$ cat config.mk
export PLATFORM = sky130hd
export DESIGN_NAME = bmprle8_front
export DESIGN_NICKNAME = d
export VERILOG_FILES = /design/src/design/bmp_rle8_decoder_core_defines.svh /design/src/design/bmprle8_pkg.sv /design/src/design/bmprle8_front.sv
export SDC_FILE = /design/constraint.sdc
export NUM_CORES = 1
export LEC_CHECK = 0
export BUFFER_PORTS_ARGS = -buffer_cell sky130_fd_sc_hd__buf_2
export CAP_MARGIN = 10
export CORE_MARGIN = 8
export CORE_UTILIZATION = 40
export DETAILED_ROUTE_END_ITERATION = 7
export SLEW_MARGIN = 20
export SYNTH_ARGS = -nofsm -noshare
export SYNTH_HDL_FRONTEND = slang
export SYNTH_SLANG_ARGS = --single-unit
$ cat constraint.sdc
create_clock -name clk_i -period 5.5 [get_ports clk_i]
set_clock_uncertainty 0.1 [all_clocks]
set_input_delay 1.1 -clock clk_i [delete_from_list [all_inputs] [get_ports clk_i]]
set_output_delay 1.1 -clock clk_i [all_outputs]
set_load 0.05 [all_outputs]
$ cat src/design/bmp_rle8_decoder_core_defines.svh
// Assertion macros for the BMP RLE8 decoder core.
// Needs clk_i and rst_ni in the module that includes it.
`ifndef BMP_RLE8_DECODER_CORE_DEFINES_SVH
`define BMP_RLE8_DECODER_CORE_DEFINES_SVH

// Property checked at every rising edge outside reset
`define BMP_ASSERT(lbl, prop, msg) \
  lbl: assert property (@(posedge clk_i) disable iff (!rst_ni) (prop)) else $error(msg);

// Condition in one cycle implies a consequence in the next
`define BMP_ASSERT_NEXT(lbl, ante, cons, msg) \
  lbl: assert property (@(posedge clk_i) disable iff (!rst_ni) (ante) |=> (cons)) \
    else $error(msg);

`endif

$ cat src/design/bmprle8_pkg.sv
// Shared types and constants of the BMP RLE8 decoder.
// No dependencies; imported by every module of the block.
package bmprle8_pkg;

  localparam int CFG_W       = 13;
  localparam int PROD_W      = 21;
  localparam int QUEUE_DEPTH = 2;
  localparam int QUEUE_AW    = 1;

  localparam logic [7:0] ALPHA_OPAQUE = 8'hFF;

  localparam logic [1:0] OP_PALETTE = 2'd0;
  localparam logic [1:0] OP_BYTE    = 2'd1;
  localparam logic [1:0] OP_START   = 2'd2;

  localparam logic REG_IMAGE_WIDTH  = 1'b0;
  localparam logic REG_IMAGE_HEIGHT = 1'b1;

  localparam logic [7:0] ESC_EOL   = 8'd0;
  localparam logic [7:0] ESC_EOI   = 8'd1;
  localparam logic [7:0] ESC_DELTA = 8'd2;

  typedef enum logic [1:0] {
    CMD_PALETTE,
    CMD_BYTE,
    CMD_START
  } cmd_kind_e;

  typedef enum logic [2:0] {
    PH_COUNT,
    PH_COLOR,
    PH_ESCAPE,
    PH_DX,
    PH_DY,
    PH_ABS,
    PH_PAD
  } phase_e;

  typedef struct packed {
    logic [1:0] operation;
    logic [7:0] data_byte;
    logic [7:0] palette_index;
    logic [7:0] palette_red;
    logic [7:0] palette_green;
    logic [7:0] palette_blue;
  } bmprle8_in_t;

  typedef struct packed {
    logic [23:0] pixel_offset;
    logic [7:0]  run_length;
    logic [7:0]  red;
    logic [7:0]  green;
    logic [7:0]  blue;
    logic [7:0]  alpha;
    logic        image_done;
  } bmprle8_out_t;

  typedef struct packed {
    cmd_kind_e         kind;
    logic [7:0]        data_byte;
    logic [PROD_W-1:0] row_step;
    logic [7:0]        pal_index;
    logic [23:0]       pal_rgb;
  } bmprle8_cmd_t;

endpackage

$ cat src/design/bmprle8_front.sv
// Front end: accepts beats, classifies them and queues commands.
// Depends on bmprle8_pkg.
module bmprle8_front import bmprle8_pkg::*; (
  input  logic               clk_i,
  input  logic               rst_ni,
  input  logic               in_valid_i,
  output logic               in_stall_o,
  input  bmprle8_in_t        in_data_i,
  input  logic [CFG_W-1:0]   img_width_i,
  output logic               cmd_valid_o,
  output bmprle8_cmd_t       cmd_o,
  input  logic               cmd_pop_i
);

  bmprle8_cmd_t          queue_q [QUEUE_DEPTH];
  logic [QUEUE_AW-1:0]   wr_ptr_q, wr_ptr_d;
  logic [QUEUE_AW-1:0]   rd_ptr_q, rd_ptr_d;
  logic [QUEUE_AW:0]     cnt_q, cnt_d;
  logic                  accept;
  logic                  push;
  logic                  pop;
  bmprle8_cmd_t          entry;

  assign in_stall_o  = (cnt_q == (QUEUE_AW+1)'(QUEUE_DEPTH));
  assign accept      = in_valid_i && !in_stall_o;
  assign cmd_valid_o = (cnt_q != '0);
  assign cmd_o       = queue_q[rd_ptr_q];
  assign pop         = cmd_pop_i && cmd_valid_o;

  always_comb begin
    entry           = '0;
    entry.kind      = CMD_BYTE;
    push            = accept;
    entry.data_byte = in_data_i.data_byte;
    entry.row_step  = PROD_W'(in_data_i.data_byte) * PROD_W'(img_width_i);
    entry.pal_index = in_data_i.palette_index;
    entry.pal_rgb   = {in_data_i.palette_red, in_data_i.palette_green,
                       in_data_i.palette_blue};
    unique case (in_data_i.operation)
      OP_PALETTE: entry.kind = CMD_PALETTE;
      OP_BYTE:    entry.kind = CMD_BYTE;
      OP_START:   entry.kind = CMD_START;
      default:    push = 1'b0;
    endcase
  end

  always_comb begin
    wr_ptr_d = push ? wr_ptr_q + QUEUE_AW'(1) : wr_ptr_q;
    rd_ptr_d = pop ? rd_ptr_q + QUEUE_AW'(1) : rd_ptr_q;
    cnt_d    = cnt_q + (QUEUE_AW+1)'(push) - (QUEUE_AW+1)'(pop);
  end

  always_ff @(posedge clk_i or negedge rst_ni) begin
    if (!rst_ni) begin
      wr_ptr_q <= '0;
      rd_ptr_q <= '0;
      cnt_q    <= '0;
    end else begin
      wr_ptr_q <= wr_ptr_d;
      rd_ptr_q <= rd_ptr_d;
      cnt_q    <= cnt_d;
    end
  end

  always_ff @(posedge clk_i) begin
    if (push) begin
      queue_q[wr_ptr_q] <= entry;
    end
  end

endmodule

==> flow_summary.json, run 1 <==
{
  "cpLargestDelayFamily": "adder cells",
  "cts_sinks": 130,
  "power_density_nw_per_um2": 574,
  "crit_fanout": 7,
  "drcViolationCount": 0,
  "grt_pass1_vias": 5653,
  "cp.arrival_ns": 5.31,
  "timing.critical_path.mode_cell": "fa_1",
  "area_growth_pct": 22.6,
  "holdCritPathClass": "in2async",
  "syn_inst": 621,
  "crit_path_start_kind": "input port",
  "synth.top_cell.area_share_pct": 46.5,
  "dp_cells": 1044,
  "vias": 5089,
  "drive_above_1_share_pct": 34.4,
  "netlist_top_cells_area": "edfxtp_1, fa_1, mux2_2",
  "cts.path.max_buffers": 2,
  "totalWireLength_um": 16500,
  "irDropWorstVdd_uv": 202,
  "n_antenna_cell": 0,
  "wire_per_inst_um": 15.4,
  "fin_area_um2": 9970,
  "path_cells": "buf_2, and2_1, fa_1, fa_1, fa_1, inv_1, fa_1, inv_1, ha_1, nand3_1, o211ai_2, or3_1, o221ai_2, buf_4, a21boi_0",
  "p_leak_uw": 0.00429,
  "gp_congestion": 0.820,
  "placed_area_um2": 9400,
  "grt_max_degree": 34,
  "synth_edf_count": 126,
  "cts.htree.levels": 4,
  "slowest_stage": "fa_1",
  "io_pins": 124,
  "multiInputGateArea_um2": 3870,
  "critPathKind": "in2reg",
  "setup_viol": 0,
  "grt_antenna_before_repair": 0,
  "vias_per_cell": 4.73,
  "io_buffer_count": 123,
  "synth_area_um2": 8140,
  "drt_first_pass_iters": 4,
  "synth_cell_type_count": 38,
  "initial_utilization_pct": 40.5,
  "period_minus_slack_ns": 5.24,
  "grt_pass1_wl_um": 27600,
  "yosysSeqAreaShare_pct": 47.7,
  "dieHeight_um": 159,
  "clock.fmax_mhz": 191,
  "fillCellCount": 1799,
  "nets": 961,
  "fin_hold_ws_ns": 0.374,
  "post-dp-hpwl_um": 12800,
  "clock_latency_ns": 0.42,
  "synth.largest_area_cell": "edfxtp_1",
  "layout.cells.non_filler": 1076,
  "cts_tree": "yes",
  "cts_buffers": 17,
  "slew_viol_final": 0,
  "utilization_pct": 49.6,
  "synth_nets": 789,
  "grt_overflow": 0,
  "path_buf_inv": 4,
  "postCtsSetupBuffers": 0,
  "synthFlopType": "edfxtp_1",
  "cts.repair.resized": 0,
  "maxCapViolCount": 0,
  "status": "completed",
  "syn_avg_cell_area_um2": 13.1,
  "synth-seq-cells": 130,
  "tightest_slew_ns": 0.988,
  "root_buffer": "clkbuf_16",
  "yosysMostFrequentCell": "edfxtp_1",
  "finalHoldViolations": 0,
  "endpoint_kind": "flip-flop",
  "post-route-period-util_pct": 95.3,
  "register_area_um2": 3880,
  "synth_async_sr_flop_share_pct": 3.08,
  "ant_nets": 0,
  "ys_warn_count": 0,
  "grtUsageTotal_pct": 14.2,
  "synth_commonest_cells": "edfxtp_1, inv_1, and2_1",
  "cts_hold_buf": 0,
  "reg2reg_depth": 5,
  "die_w_um": 159,
  "relSlewSlack_pct": 34.0,
  "placementRows": 52,
  "core_um2": 20100,
  "crit_required_ns": 5.57,
  "path_clk_slew_ns": 0.06,
  "cpPeakStageDelay_ns": 0.55,
  "rsz0062_at_grt": "no",
  "first_iter_violations": 253,
  "path_depth": 15,
  "dieArea_um2": 25200
}
==> where the power goes <==
group,leakage (uW),internal [uW],switching (uW),total [uW]
sequential,0.00121,1490,102,1590
clock,0.000268,598,465,1060
combinational,0.00281,1120,1950,3070
total,0.00429,3210,2510,5720
==> per-stage QoR <==
stage               TNS, ns  setup WS (ns)  total power, uW
global route              0          0.120             6130
detailed placement   -0.796         -0.164             4720
floorplan                 0        0.00229             3880
CTS                       0          0.280             5830
finish                    0          0.257             5720
global placement     -0.164        -0.0602             4660
==> registers in the layout (all words and copies together), names as in the netlist <==
register and cells:
cnt_q 2, queue_q 126, rd_ptr_q 1, wr_ptr_q 1
==> layout by cell type, fill, tap and decap left out, drive strengths merged <==
cell / count
and2: 81
o221ai: 2
mux2: 63
o21a: 2
xor2: 2
a21oi: 15
clkinvlp: 4
a21boi: 3
dfrtp: 4
o2111a: 1
or2: 1
or4b: 1
nor2: 13
o21ai: 6
fa: 66
buf: 169
nand2b: 5
a21o: 6
clkbuf: 17
nand3: 4
o31ai: 1
o311ai: 1
clkinv: 3
o21bai: 1
xnor2: 16
or3: 1
a211oi: 3
o211ai: 4
nor2b: 2
a221oi: 1
inv: 101
nand2: 35
a31oi: 2
edfxtp: 126
ha: 43
nor3: 1
==> path summary, 6_finish.rpt <==
| path | from | end | slack (ns) |
|---|---|---|---|
| max in group asynchronous | rst_ni | rd_ptr_q | 4.80 |
| min in group clk_i | cnt_q[1] | cnt_q[1] | 0.38 |
| worst max register to register | cnt_q[1] | queue_q[1][25] | 2.81 |
| worst min register to register | cnt_q[1] | cnt_q[1] | 0.38 |
| worst max-delay path | img_width_i[7] | queue_q[1][47] | 0.26 |
| worst min-delay path | rst_ni | cnt_q[0] | 0.37 |
==> area by class of cell <==
type,instances,share of cell area (%)
Sequential cell,130,39.0
Timing Repair Buffer,169,9.64
Clock buffer,17,4.27
Clock inverter,15,1.44
Tap cell,270,3.39
Multi-Input combinational cell,382,38.8
Inverter,93,3.50
==> layer usage <==
layer / vias to the layer above / wire [um] / track usage [%]
met5: - / 0 / 0
met4: 0 / 170 / 4.09
li1: 2438 / - / -
met2: 110 / 8880 / 26.5
met1: 2528 / 6600 / 15.7
met3: 13 / 899 / 3.39
==> kinds of logic (layout without fill, tap and decap cells) <==
logic type | Yosys count | after routing | share of synthesized area, %
adder cells (fa/ha/maj) | 109 | 109 | 22.9
buffers and inverters | 109 | 294 | 5.03
flip-flops | 130 | 130 | 47.7
AO/OA/AOI/OAI | 48 | 48 | 4.12
XOR/XNOR | 18 | 18 | 1.94
multiplexers | 63 | 63 | 8.72
AND/OR/NAND/NOR | 144 | 144 | 9.60
Power figures use the tool's default switching activity.
==> run 2, diff against run 1 <==
- ABC_AREA: unset -> 1
==> flow_summary.json, run 2 <==
{
  "die_w_um": 161,
  "regMostFlops": "queue_q",
  "fillCellCount": 1954,
  "fin_hold_ws_ns": 0.385,
  "status": "completed",
  "layout_common_cells": "nand2_1, inv_1, edfxtp_1, buf_2, fa_1",
  "grtUsageTotal_pct": 14.7,
  "syn_inst": 910,
  "path_buf_inv": 5,
  "syn_avg_cell_area_um2": 9.27,
  "cpLargestDelayFamily": "adder cells",
  "n_antenna_cell": 0,
  "cp.arrival_ns": 4.91,
  "drive_above_1_share_pct": 17.5,
  "critPathKind": "in2reg",
  "cts.repair.resized": 0,
  "slowest_stage": "fa_1",
  "path_clk_slew_ns": 0.06,
  "drcViolationCount": 0,
  "dieHeight_um": 161,
  "maxCapViolCount": 0,
  "postCtsSetupBuffers": 0,
  "yosysSeqAreaShare_pct": 46.0,
  "synth_commonest_cells": "nand2_1, inv_1, edfxtp_1",
  "tightest_slew_ns": 0.728,
  "reg2reg_depth": 4,
  "synth_area_um2": 8440,
  "utilization_pct": 47.4,
  "cts.htree.levels": 4,
  "synth_edf_count": 126,
  "initial_utilization_pct": 40.4,
  "placementRows": 53,
  "largest_reg_flops": 126,
  "path_cells": "buf_2, nand2_1, inv_1, fa_1, fa_1, fa_1, inv_1, fa_1, inv_1, ha_1, nand2_2, inv_1, a21oi_2, nor2_1, nor2_1, nand2_1, nand2_1, nand2_1",
  "synthFlopType": "edfxtp_1",
  "first_iter_violations": 241,
  "nets": 1191,
  "cts_sinks": 130,
  "grt_pass1_wl_um": 30200,
  "cpPeakStageDelay_ns": 0.55,
  "power_density_nw_per_um2": 586,
  "yosysMostFrequentCell": "nand2_1",
  "slew_viol_final": 0,
  "synth_nets": 1078,
  "finalPower_uw": 5800,
  "io_pins": 124,
  "ant_nets": 0,
  "fin_area_um2": 9890,
  "root_buffer": "clkbuf_16",
  "synth_cell_type_count": 27,
  "reg2reg_from": "cnt_q[1]",
  "drt_first_pass_iters": 5,
  "grt_pass1_vias": 6065,
  "layout_commonest_cell": "nand2_1",
  "endpoint": "queue_q[0][49]",
  "wire_per_inst_um": 13.5,
  "crit_path_start_kind": "input port",
  "ys_warn_count": 0,
  "irDropWorstVdd_uv": 247,
  "synth.top_cell.area_share_pct": 44.8,
  "p_leak_uw": 0.00523,
  "netlist_top_cells_area": "edfxtp_1, nand2_1, fa_1",
  "crit_required_ns": 5.56,
  "endpoint_kind": "flip-flop",
  "rsz0062_at_grt": "no",
  "relSlewSlack_pct": 51.5,
  "cts_tree": "yes",
  "dieArea_um2": 26000,
  "post-route-period-util_pct": 88.1,
  "period_minus_slack_ns": 4.84,
  "gp_congestion": 0.834,
  "post-dp-hpwl_um": 13000,
  "crit_start": "in_data_i[38]",
  "totalWireLength_um": 17700,
  "holdCritPathClass": "in2async",
  "r2r-end": "queue_q[1][12]",
  "synth_async_sr_flop_share_pct": 3.08,
  "grt_antenna_before_repair": 0,
  "cts.path.max_buffers": 2,
  "path_depth": 18,
  "area_growth_pct": 17.2,
  "cts_hold_buf": 0,
  "reg_top3": "queue_q x126, cnt_q x2",
  "cts_buffers": 17,
  "core_um2": 20900,
  "placed_area_um2": 9310,
  "grt_max_degree": 64,
  "synth.largest_area_cell": "edfxtp_1",
  "finalHoldViolations": 0,
  "clock_latency_ns": 0.41,
  "synth-seq-cells": 130,
  "vias_per_cell": 4.44,
  "clock.fmax_mhz": 206,
  "vias": 5816,
  "tns_ns": 0,
  "io_buffer_count": 123,
  "crit_fanout": 15,
  "setup_viol": 0,
  "reg2reg_slack_ns": 3.41,
  "grt_overflow": 0
}
-- run 2: cell count changes in the layout (fill, tap and decap cells not counted), sizes merged, moves of 5 or more --
cell | previous run | this run
nor2 | 13 | 21
buf | 169 | 129
inv | 101 | 205
nand2b | 5 | 0
mux2 | 63 | 0
and2 | 81 | 1
nand2 | 35 | 369
xnor2 | 16 | 4
xor2 | 2 | 9
a21o | 6 | 0
nand3 | 4 | 13
-- run 2: layer usage --
metal | GRT usage [%] | up-vias | share of wire (%)
met5 | 0 | - | 0
met4 | 4.42 | 0 | 1.4
met3 | 3.41 | 17 | 5.2
met2 | 25.7 | 123 | 49
met1 | 17.8 | 2710 | 44
li1 | - | 2966 | -
-- run 2: power by group --
group	internal (uW)	leakage, uW	switching [uW]	total (uW)
Sequential	1480	0.00121	53.1	1530
Clock	605	0.000279	475	1080
Combinational	817	0.00374	2370	3190
-- run 2: cell families after synthesis --
family	synth area share, %
compound gates	1.36
flops	46.0
buf+inv	10.4
xor+xnor	1.35
simple gates	18.9
fa+ha+maj	22.0
-- run 2: worst min path at each step --
| stage | startpoint | endpoint | slack [ns] | cells past startpoint |
|---|---|---|---|---|
| floorplan | cnt_q[0] | cnt_q[0] | 0.42 | 1 |
| global placement | cnt_q[0] | cnt_q[0] | 0.45 | 1 |
| detailed placement | cnt_q[0] | cnt_q[0] | 0.47 | 1 |
| CTS | rst_ni | cnt_q[0] | 0.36 | 1 |
| global route | rst_ni | cnt_q[1] | 0.37 | 1 |
| finish | rst_ni | cnt_q[0] | 0.39 | 1 |
-- run 2: final cells by class --
cell class                 count  area, um^2  area share [%]
sequential                   130        3880            39.3
tap                          275         344            3.48
clock buffer                  17         425            4.30
multi-input combinational    551        3690            37.4
inverter                     194         728            7.36
timing repair buffer         129         661            6.68
clock inverter                15         154            1.56
-- run 2: stage by stage --
step / instances / setup slack (ns)
2_1_floorplan: 910 / 0.515
3_3_place_gp: 1279 / 0.319
5_1_grt: 1311 / 0.446
6_report: 1311 / 0.656
3_5_place_dp: 1279 / 0.251
4_1_cts: 1311 / 0.689
-- run 2: worst reg2reg max path: stages, from the launching register on --
cell      delay, ns
dfrtp_1        0.37
inv_1          0.10
o211ai_1       0.25
nor2_4         0.43
buf_4          0.47
==> run 3, diff against run 2 <==
--- a/config.mk
+++ b/config.mk
@@ -9,4 +9,5 @@
 export BUFFER_PORTS_ARGS = -buffer_cell sky130_fd_sc_hd__buf_2
 export CAP_MARGIN = 10
+export CORE_ASPECT_RATIO = 1.75
 export CORE_MARGIN = 8
 export CORE_UTILIZATION = 40
--- a/constraint.sdc
+++ b/constraint.sdc
@@ -3,3 +3,3 @@
 set_input_delay 1.1 -clock clk_i [delete_from_list [all_inputs] [get_ports clk_i]]
 set_output_delay 1.1 -clock clk_i [all_outputs]
-set_load 0.05 [all_outputs]
+set_load 0.02 [all_outputs]
==> flow_summary.json, run 3 (synthesized netlist as in run 2, its figures left out) <==
{
  "timing.critical_path.mode_cell": "inv_1",
  "wire_per_inst_um": 14.6,
  "power_density_nw_per_um2": 528,
  "nets": 1191,
  "r2r-end": "queue_q[1][28]",
  "post-route-period-util_pct": 87.9,
  "first_iter_violations": 242,
  "regMostFlops": "queue_q",
  "tns_ns": 0,
  "cpPeakStageDelay_ns": 0.53,
  "cpLargestDelayFamily": "adder cells",
  "post-dp-hpwl_um": 14300,
  "register_area_um2": 3880,
  "crit_path_start_kind": "input port",
  "grt_antenna_before_repair": 0,
  "swShare_pct": 43.0,
  "slowest_stage": "fa_1",
  "n_antenna_cell": 0,
  "drt_first_pass_iters": 7,
  "fin_hold_ws_ns": 0.388,
  "grt_pass1_wl_um": 31300,
  "root_buffer": "clkbuf_16",
  "status": "completed",
  "crit_required_ns": 5.56,
  "cts_buffers": 17,
  "die_w_um": 126,
  "initial_utilization_pct": 40.5,
  "fillCellCount": 1994,
  "path_clk_slew_ns": 0.06,
  "io_buffer_count": 123,
  "cp.arrival_ns": 4.89,
  "reg2reg_slack_ns": 3.47,
  "endpoint_kind": "flip-flop",
  "grt_overflow": 0,
  "area_growth_pct": 16.5,
  "rsz0062_at_grt": "no",
  "multiInputGateArea_um2": 3690,
  "io_pins": 124,
  "placed_area_um2": 9280,
  "reg2reg_from": "cnt_q[1]",
  "placementRows": 70,
  "setup_viol": 0,
  "cts.repair.resized": 0,
  "combinationalPowerShare_pct": 50.4,
  "grt_pass1_vias": 6344,
  "cts.htree.levels": 4,
  "tightest_slew_ns": 0.704,
  "drcViolationCount": 0,
  "p_switching_uw": 2230,
  "cts.path.max_buffers": 2,
  "maxCapViolCount": 0,
  "p_leak_uw": 0.00522,
  "layout_commonest_cell": "nand2_1",
  "vias": 5918,
  "grtUsageTotal_pct": 15.2,
  "totalWireLength_um": 18800,
  "cts_hold_buf": 0,
  "slew_viol_final": 0,
  "crit_fanout": 15,
  "clock.fmax_mhz": 207,
  "irDropWorstVdd_uv": 249,
  "crit_start": "in_data_i[39]",
  "reg2reg_depth": 4,
  "relSlewSlack_pct": 53.1,
  "dieHeight_um": 208,
  "clock_latency_ns": 0.41,
  "finalHoldViolations": 0,
  "drive_above_1_share_pct": 16.9,
  "critPathKind": "in2reg",
  "dieArea_um2": 26200,
  "postCtsSetupBuffers": 0,
  "reg_top3": "queue_q x126, cnt_q x2",
  "grt_max_degree": 64,
  "p_int_uw": 2950,
  "path_cells": "buf_2, nand2_1, inv_1, fa_1, inv_1, fa_1, inv_1, fa_1, inv_1, fa_1, inv_1, ha_1, nand2_1, o21ai_0, a21oi_1, nand3_1, nand2_1",
  "clkPwrFrac_pct": 20.1,
  "fin_area_um2": 9830,
  "layout_common_cells": "nand2_1, inv_1, edfxtp_1, buf_2, fa_1",
  "path_buf_inv": 6,
  "holdCritPathClass": "in2async",
  "cts_tree": "yes",
  "cts_sinks": 130,
  "largest_reg_flops": 126,
  "period_minus_slack_ns": 4.84,
  "ant_nets": 0,
  "seqPwrFrac_pct": 29.5,
  "gp_congestion": 0.858,
  "core_um2": 20800,
  "vias_per_cell": 4.60
}
[run 3: cell count changes in the layout (fill, tap and decap cells not counted)]
cell / before / now
clkinv_2: 0 / 3
clkbuf_1: 0 / 1
inv_6: 7 / 0
clkinv_8: 2 / 0
clkinv_4: 0 / 2
bufinv_16: 0 / 2
inv_8: 4 / 0
clkinv_1: 0 / 3
[run 3: how the worst max path moves through the flow]
stage	end	slack, ns	cells after the start
2_1_floorplan	queue_q[0][51]	0.52	22
3_3_place_gp	queue_q[0][52]	0.30	18
3_5_place_dp	queue_q[0][52]	0.24	20
4_1_cts	queue_q[1][52]	0.68	20
5_1_grt	queue_q[1][51]	0.41	22
6_report	queue_q[0][52]	0.66	17
[run 3: per-layer routing]
layer	track usage [%]	routed length [um]
met2	30.3	10800
met5	0	0
met1	14.1	6510
met3	3.00	794
met4	7.09	641
[run 3: power groups by stage]
| stage | logic (uW) | registers (uW) | clock network, uW |
|---|---|---|---|
| final | 2610 | 1530 | 1040 |
| after global routing | 2980 | 1550 | 1120 |
| after CTS | 2710 | 1530 | 1070 |
| after detailed placement | 2690 | 1550 | 0 |
| after global placement | 2670 | 1550 | 0 |
| after floorplan | 1870 | 1560 | 0 |
[run 3: final cells by class]
class                           count  area share (%)
Tap cell                          252            3.21
Sequential cell                   130            39.5
Clock inverter                     12            1.21
Multi-Input combinational cell    551            37.6
Inverter                          194            7.41
Clock buffer                       18            4.36
Timing Repair Buffer              129            6.72
[run 3: through the flow]
step,utilization [%],power [uW],instances,setup slack (ns)
final,47.2,5190,1286,0.664
after global routing,47.2,5650,1286,0.410
after CTS,47.2,5310,1286,0.676
after detailed placement,44.5,4250,1256,0.242
after global placement,44.5,4210,1256,0.298
after floorplan,-,3420,910,0.515
